===== src/rtl/sdss_pkg.sv =====
// ----------------------------------------------------------------------------
// Signed decimal scan package
// Shared widths, segment codes and the stage record of the conversion chain.
// ----------------------------------------------------------------------------
package sdss_pkg;

  localparam int unsigned ValueWidth = 15;
  localparam int unsigned MagWidth   = 14;
  localparam int unsigned DigitCount = 4;
  localparam int unsigned BcdWidth   = 4 * DigitCount;
  localparam int unsigned SegWidth   = 7;
  localparam int unsigned PosWidth   = 2;
  localparam int unsigned NumCells   = MagWidth;

  localparam logic signed [ValueWidth-1:0] MaxShown = 15'sd9999;
  localparam logic signed [ValueWidth-1:0] MinShown = -15'sd999;

  localparam logic [SegWidth-1:0] SegMinus = 7'h40;
  localparam logic [PosWidth-1:0] LastPos  = 2'd3;

  // One stage of the shift-and-add-three conversion.
  typedef struct packed {
    logic                valid;
    logic                neg;
    logic [MagWidth-1:0] bin;
    logic [BcdWidth-1:0] bcd;
  } dabble_t;

  function automatic logic [SegWidth-1:0] seg_of_digit(input logic [3:0] digit);
    logic [SegWidth-1:0] seg;
    case (digit)
      4'd0:    seg = 7'h3f;
      4'd1:    seg = 7'h06;
      4'd2:    seg = 7'h5b;
      4'd3:    seg = 7'h4f;
      4'd4:    seg = 7'h66;
      4'd5:    seg = 7'h6d;
      4'd6:    seg = 7'h7d;
      4'd7:    seg = 7'h07;
      4'd8:    seg = 7'h7f;
      4'd9:    seg = 7'h6f;
      default: seg = '0;
    endcase
    return seg;
  endfunction

endpackage


===== src/rtl/sdss_cell.sv =====
// ----------------------------------------------------------------------------
// Conversion cell
// Corrects each BCD digit by three where it is five or more, then shifts one
// magnitude bit into the BCD word and hands the result to the next cell.
// ----------------------------------------------------------------------------
module sdss_cell (
  input  logic             clk_i,
  input  logic             rst_ni,
  input  logic             advance_i,
  input  sdss_pkg::dabble_t cell_i,
  output sdss_pkg::dabble_t cell_o
);
  import sdss_pkg::*;

  logic                valid_q;
  logic                neg_q;
  logic [MagWidth-1:0] bin_q, bin_d;
  logic [BcdWidth-1:0] bcd_q, bcd_d;
  logic [BcdWidth-1:0] bcd_adj;

  always_comb begin
    for (int i = 0; i < DigitCount; i++) begin
      if (cell_i.bcd[4*i +: 4] >= 4'd5) begin
        bcd_adj[4*i +: 4] = cell_i.bcd[4*i +: 4] + 4'd3;
      end else begin
        bcd_adj[4*i +: 4] = cell_i.bcd[4*i +: 4];
      end
    end
    bcd_d = {bcd_adj[BcdWidth-2:0], cell_i.bin[MagWidth-1]};
    bin_d = {cell_i.bin[MagWidth-2:0], 1'b0};
  end

  always_ff @(posedge clk_i or negedge rst_ni) begin
    if (!rst_ni) begin
      valid_q <= 1'b0;
    end else if (advance_i) begin
      valid_q <= cell_i.valid;
    end
  end

  always_ff @(posedge clk_i) begin
    if (advance_i) begin
      neg_q <= cell_i.neg;
      bin_q <= bin_d;
      bcd_q <= bcd_d;
    end
  end

  assign cell_o = '{valid: valid_q, neg: neg_q, bin: bin_q, bcd: bcd_q};

endmodule


===== src/rtl/sdss_scan.sv =====
// ----------------------------------------------------------------------------
// Digit scanner
// Holds the four segment patterns of one value and sends them out one digit
// per transaction, leftmost first.
// ----------------------------------------------------------------------------
module sdss_scan (
  input  logic                          clk_i,
  input  logic                          rst_ni,
  input  logic                          in_valid_i,
  input  logic                          in_neg_i,
  input  logic [sdss_pkg::BcdWidth-1:0] in_bcd_i,
  output logic                          in_ready_o,
  output logic                          out_valid_o,
  input  logic                          out_ready_i,
  output logic [sdss_pkg::PosWidth-1:0] out_pos_o,
  output logic [sdss_pkg::DigitCount-1:0] out_enable_n_o,
  output logic [sdss_pkg::SegWidth-1:0] out_seg_o,
  output logic                          out_last_o
);
  import sdss_pkg::*;

  logic                busy_q;
  logic [PosWidth-1:0] cnt_q;
  logic [SegWidth-1:0] pat_q [DigitCount];
  logic                emit;
  logic                load;
  logic                done;

  assign emit       = busy_q && out_ready_i;
  assign done       = emit && (cnt_q == LastPos);
  assign in_ready_o = !busy_q || done;
  assign load       = in_valid_i && in_ready_o;

  always_ff @(posedge clk_i or negedge rst_ni) begin
    if (!rst_ni) begin
      busy_q <= 1'b0;
      cnt_q  <= '0;
    end else if (load) begin
      busy_q <= 1'b1;
      cnt_q  <= '0;
    end else if (done) begin
      busy_q <= 1'b0;
      cnt_q  <= '0;
    end else if (emit) begin
      cnt_q <= cnt_q + PosWidth'(1);
    end
  end

  // The patterns move toward slot 0, which always drives the segments.
  always_ff @(posedge clk_i) begin
    if (load) begin
      pat_q[0] <= in_neg_i ? SegMinus : seg_of_digit(in_bcd_i[15:12]);
      pat_q[1] <= seg_of_digit(in_bcd_i[11:8]);
      pat_q[2] <= seg_of_digit(in_bcd_i[7:4]);
      pat_q[3] <= seg_of_digit(in_bcd_i[3:0]);
    end else if (emit) begin
      for (int i = 0; i < DigitCount - 1; i++) begin
        pat_q[i] <= pat_q[i+1];
      end
    end
  end

  assign out_valid_o    = busy_q;
  assign out_pos_o      = cnt_q;
  assign out_enable_n_o = ~(DigitCount'(1) << cnt_q);
  assign out_seg_o      = pat_q[0];
  assign out_last_o     = (cnt_q == LastPos);

  a_load_only_when_free: assert property (@(posedge clk_i) disable iff (!rst_ni)
    (load && busy_q) |-> (out_ready_i && (cnt_q == LastPos)))
    else $error("new value loaded over an unfinished run");

  a_idle_after_last: assert property (@(posedge clk_i) disable iff (!rst_ni)
    (done && !in_valid_i) |=> !busy_q)
    else $error("scanner still busy after the last digit");

  a_count_rests_at_zero: assert property (@(posedge clk_i) disable iff (!rst_ni)
    !busy_q |-> (cnt_q == '0))
    else $error("digit count moved while idle");

  a_one_digit_on: assert property (@(posedge clk_i) disable iff (!rst_ni)
    busy_q |-> $onehot(~out_enable_n_o))
    else $error("more than one digit enabled");

endmodule


===== src/rtl/signed_decimal_seven_segment_scan_unit.sv =====
// ----------------------------------------------------------------------------
// Signed decimal seven-segment scan unit
// Converts a signed value to four multiplexed seven-segment digit drives.
// ----------------------------------------------------------------------------
// Each value in -999..9999 yields four output transactions, leftmost digit
// first, one per cycle while the sink is ready; the single digit scanner at
// the output sets the pace of a steady stream. Values outside that range are
// accepted and dropped. The binary to BCD conversion is a chain of fourteen
// shift-and-add-three cells, one per magnitude bit; a value passes through
// the fourteen cell registers to the scanner, whose pattern registers then
// drive its first digit. The whole chain stalls only while its last cell
// holds a value the scanner cannot yet take.
module signed_decimal_seven_segment_scan_unit (
  input  logic        clk_i,
  input  logic        rst_ni,
  input  logic        s_axis_tvalid_i,
  output logic        s_axis_tready_o,
  input  logic [15:0] s_axis_tdata_i,   // [14:0] value
  output logic        m_axis_tvalid_o,
  input  logic        m_axis_tready_i,
  output logic [15:0] m_axis_tdata_o,   // [1:0] digit_position, [5:2] digit_enable_n,
                                        // [12:6] segments, [15:13] zero
  output logic        m_axis_tlast_o
);
  import sdss_pkg::*;

  logic signed [ValueWidth-1:0] value;
  logic [ValueWidth-1:0]        neg_value;
  logic                         in_range;
  logic                         advance;
  logic                         scan_ready;
  dabble_t                      stage [NumCells+1];

  logic [PosWidth-1:0]   out_pos;
  logic [DigitCount-1:0] out_enable_n;
  logic [SegWidth-1:0]   out_seg;

  assign value     = s_axis_tdata_i[ValueWidth-1:0];
  assign neg_value = ValueWidth'(-value);
  assign in_range  = (value <= MaxShown) && (value >= MinShown);

  assign stage[0] = '{
    valid: s_axis_tvalid_i && in_range,
    neg:   value[ValueWidth-1],
    bin:   value[ValueWidth-1] ? neg_value[MagWidth-1:0] : value[MagWidth-1:0],
    bcd:   '0
  };

  assign advance         = !stage[NumCells].valid || scan_ready;
  assign s_axis_tready_o = advance;

  for (genvar g = 0; g < NumCells; g++) begin : g_cell
    sdss_cell u_cell (
      .clk_i     (clk_i),
      .rst_ni    (rst_ni),
      .advance_i (advance),
      .cell_i    (stage[g]),
      .cell_o    (stage[g+1])
    );
  end

  sdss_scan u_scan (
    .clk_i          (clk_i),
    .rst_ni         (rst_ni),
    .in_valid_i     (stage[NumCells].valid),
    .in_neg_i       (stage[NumCells].neg),
    .in_bcd_i       (stage[NumCells].bcd),
    .in_ready_o     (scan_ready),
    .out_valid_o    (m_axis_tvalid_o),
    .out_ready_i    (m_axis_tready_i),
    .out_pos_o      (out_pos),
    .out_enable_n_o (out_enable_n),
    .out_seg_o      (out_seg),
    .out_last_o     (m_axis_tlast_o)
  );

  assign m_axis_tdata_o = {3'b000, out_seg, out_enable_n, out_pos};

  a_stall_holds_chain: assert property (@(posedge clk_i) disable iff (!rst_ni)
    !advance |=> $stable(stage[NumCells].bcd))
    else $error("conversion chain moved during a stall");

  a_stall_only_when_full: assert property (@(posedge clk_i) disable iff (!rst_ni)
    !advance |-> (stage[NumCells].valid && m_axis_tvalid_o))
    else $error("chain stalled without a waiting value");

  a_drop_out_of_range: assert property (@(posedge clk_i) disable iff (!rst_ni)
    (s_axis_tvalid_i && advance && !in_range) |=> !stage[1].valid)
    else $error("out of range value entered the chain");

endmodule

===== config.mk =====
export PLATFORM = sky130hd
export DESIGN_NAME = signed_decimal_seven_segment_scan_unit
export DESIGN_NICKNAME = d
export VERILOG_FILES = /design/src/rtl/sdss_pkg.sv /design/src/rtl/sdss_cell.sv /design/src/rtl/sdss_scan.sv /design/src/rtl/signed_decimal_seven_segment_scan_unit.sv
export SDC_FILE = /design/constraint.sdc
export NUM_CORES = 1
export LEC_CHECK = 0
export BUFFER_PORTS_ARGS = -buffer_cell sky130_fd_sc_hd__buf_2
export CAP_MARGIN = 5
export CORE_ASPECT_RATIO = 0.75
export CORE_MARGIN = 2
export CORE_UTILIZATION = 47
export DETAILED_ROUTE_END_ITERATION = 7
export PLACE_DENSITY = 0.66
export SLEW_MARGIN = 20
export SYNTH_ARGS = -nofsm -noshare
export SYNTH_HDL_FRONTEND = slang
export SYNTH_SLANG_ARGS = --single-unit

===== constraint.sdc =====
create_clock -name clk_i -period 15.4 [get_ports clk_i]
set_clock_uncertainty 0.15 [all_clocks]
set_input_delay 3.08 -clock clk_i [delete_from_list [all_inputs] [get_ports clk_i]]
set_output_delay 3.08 -clock clk_i [all_outputs]
set_load 0.05 [all_outputs]

==> results by group <==
Status
  – Status: completed

Critical path
  – Largest fanout on the critical path: 110
  – CP startpoint: m_axis_tready_i
  – CP max stage delay: 550 ps
  – Crit path arrival time: approximately 5000 ps
  – Critical path's most frequent cell: buf_2
  – Crit start category: input pin
  – Slowest cell on crit path: clkinv_8
  – Critical Path Sink Type: primary output
  – Worst r2r src: u_scan.out_pos_o[0]
  – Critical path's top delay family: buffers and inverters
  – Critical Path RT: 12,170 ps
  – Worst r2r dst: g_cell[7].u_cell.bin_q[12]
  – Worst reg2reg path depth: 6
  – Critical Path, Cell by Cell: buf_2 -> a21bo_4 -> nor2_8 -> clkinv_8 -> buf_2
  – Critical path buffer and inverter count: 3
  – R2R setup slack: 11,610 ps
  – Crit Path Category: in2out

Floorplanning
  – Initial Util: between 40% and 50%
  – Core ar.: ~29,000 sq um
  – Die Ht: 152 microns
  – Die W: slightly above 200 microns
  – Row count: between 50 and 60
  – Die footprint: 30,700 sq um
  – I/O pins: 39

Routing
  – WL per Instance: around 12 microns
  – Detail Route Antenna Nets: 0
  – Via/cell ratio: a little under 5
  – DRT Wirelength: between 15,000 and 20,000 microns
  – # DRC: 0
  – Vias: roughly 7,800
  – Pre-antenna DRT Iters: 5
  – DRT iter0 DRCs: roughly 460

Hold path
  – Worst Hold Class: reg2reg
  – WHS Path Cells: 0
  – Hold Path End: u_scan.pat_q[3][0]

Yosys
  – Area share of the largest cell type after synthesis: between 50% and 60%
  – Distinct cells, synth: between 60 and 70
  – Syn avg cell area: approximately 13 sq um
  – Yosys warns: 0
  – Syn Inst Count: 1,098
  – Synth area leader: edfxtp_1
  – Number of synthesized flops with an enable pin: 261
  – Sequential fraction of the synthesis area: 64.2%
  – Synth Register Bits: just over 300
  – Ys async rst share: between 5 and 6%
  – Mapped Area: approximately 14,000 sq um
  – Post-synth top flop: edfxtp_1
  – Area contributors post-synth: edfxtp_1, ha_1, nand2_1

Finish
  – Area taken by multi-input logic gates: about 4600 sq um
  – Final instance area: 15,300 sq um
  – Register area: between 8000 and 9000 sq um
  – Area growth syn-to-layout: 11.0%
  – # fillers: between 2,000 and 2,500
  – Fin nets: roughly 1,300
  – Antenna cells: 0
  – Layout cells sized above 1: under 10%

GRT
  – Largest net degree at the start of global routing: 111
  – First-pass GRT wire length: 33,700 microns
  – Vias in the first global route: approximately 7,500
  – Total grt overflow: 0
  – Initial antenna violation count: 0
  – Tot GR Track Use: roughly 13%

Clocking
  – CTS H-tree lvls: 1
  – CTS sink cnt: 306
  – CTS Buf Count: 29
  – CTS tree: built
  – Hold bufs inserted after CTS: 0
  – Clk slew on worst S/H paths: around 60 ps
  – Root Driver: clkbuf_16
  – Clock Path Buffers: 3
  – Post CTS Setup Buffer Count: 0
  – Worst skew pair latency: 540 ps
  – Post-cts sizing count: 0

STA
  – Fin. max-slew vios: 0
  – Fin crit period: between 8000 and 9000 ps
  – Crit path setup slack, layout: 7180 ps
  – RSZ-0062 raised after global routing: no
  – FMAX: approximately 120 MHz
  – Fin Setup TNS: 0 ps
  – Rel. slew slack: roughly a third
  – Worst-margin pin slew: approximately 1000 ps
  – Final Hold Viols: 0
  – Tcrit/Tclk final: 53.4%
  – # setup viols final: 0

Placement
  – RePlAce Congestion: ~0.8
  – Placement Cell Area: between 10,000 and 15,000 sq um
  – Pre-CTS setup slack: between 7000 and 8000 ps
  – DP HPWL: between 10,000 and 15,000 microns
  – PortBufs: 34

Flow run
  – Max Cap Violations: 0
[metal layers]
layer	global-route usage, %	vias up	share of wire (%)
met1	17.1	3627	49
li1	-	3982	-
met4	3.19	0	2.0
met5	0	-	0
met2	21.8	109	45
met3	2.76	32	4.0
[layout by cell type (no fill, tap or decap), types with 5 or more instances in the layout]
master,synthesis,layout
a211oi_1,5,5
a21o_1,9,9
a21oi_1,39,39
and2_1,6,6
buf_2,4,34
clkbuf_1,6,8
clkbuf_16,0,29
clkinv_2,0,6
dfrtp_1,17,17
dfxtp_1,28,28
edfxtp_1,261,261
ha_1,86,86
inv_1,75,75
mux2i_1,27,27
nand2_1,199,199
nand2b_1,50,50
nand3_1,11,11
nand3b_1,9,9
nor2_1,49,49
nor3_1,8,8
o21a_1,6,6
o21ai_0,65,64
o21ai_1,5,5
o22a_1,6,6
o31a_1,5,5
o31ai_1,10,10
or3_1,8,8
xnor2_1,35,35
[how the worst max path moves through the flow]
| stage | slack, ps | endpoint | depth (start not counted) |
|---|---|---|---|
| global route | 7040 | s_axis_tready_o | 5 |
| CTS | 7150 | s_axis_tready_o | 5 |
| floorplan | 1650 | s_axis_tready_o | 6 |
| finish | 7180 | s_axis_tready_o | 5 |
| detailed placement | 7150 | s_axis_tready_o | 5 |
| global placement | 7180 | s_axis_tready_o | 5 |
[synthesized netlist by cell type (10+ instances only)]
cell      number
a21oi_1       39
dfrtp_1       17
dfxtp_1       28
edfxtp_1     261
ha_1          86
inv_1         75
mux2i_1       27
nand2_1      199
nand2b_1      50
nand3_1       11
nor2_1        49
o21ai_0       65
o31ai_1       10
xnor2_1       35
[stage by stage]
step / std cells / utilization, % / hold WS (ps)
detailed placement: 1513 / 49.7 / 239
CTS: 1566 / 52.8 / 252
finish: 1566 / 52.8 / 249
global placement: 1513 / 49.7 / 239
global route: 1566 / 52.8 / 258
floorplan: 1100 / - / 236
[area by class of cell]
class / count / share of cell area (%)
clock buffers: 41 / 5.31
well taps: 392 / 3.21
inverters: 77 / 1.97
multi-input cells: 700 / 29.9
flip-flops and latches: 306 / 57.8
repair buffers: 38 / 1.31
clock inverters: 12 / 0.549
[state kept, by name, summed over array words and instances (netlist names), named ones only]
name,count
u_scan.out_valid_o,1
g_cell.u_cell.bin_q,91
u_scan.out_pos_o,2
u_scan.pat_q,28
g_cell.u_cell.bcd_q,128
g_cell.u_cell.neg_q,14
g_cell.u_cell.valid_q,14
[cells by family after synthesis]
logic type	share of synthesized area [%]
compound gates	8.57
xor+xnor	2.42
fa+ha+maj	7.83
buf+inv	2.81
flops	64.2
mux	2.31
other cells	0.0273
simple gates	11.9
Power is left out: the tool's default activity adds up to more than one toggle a clock period on the data nets, which glitch-free logic cannot reach.
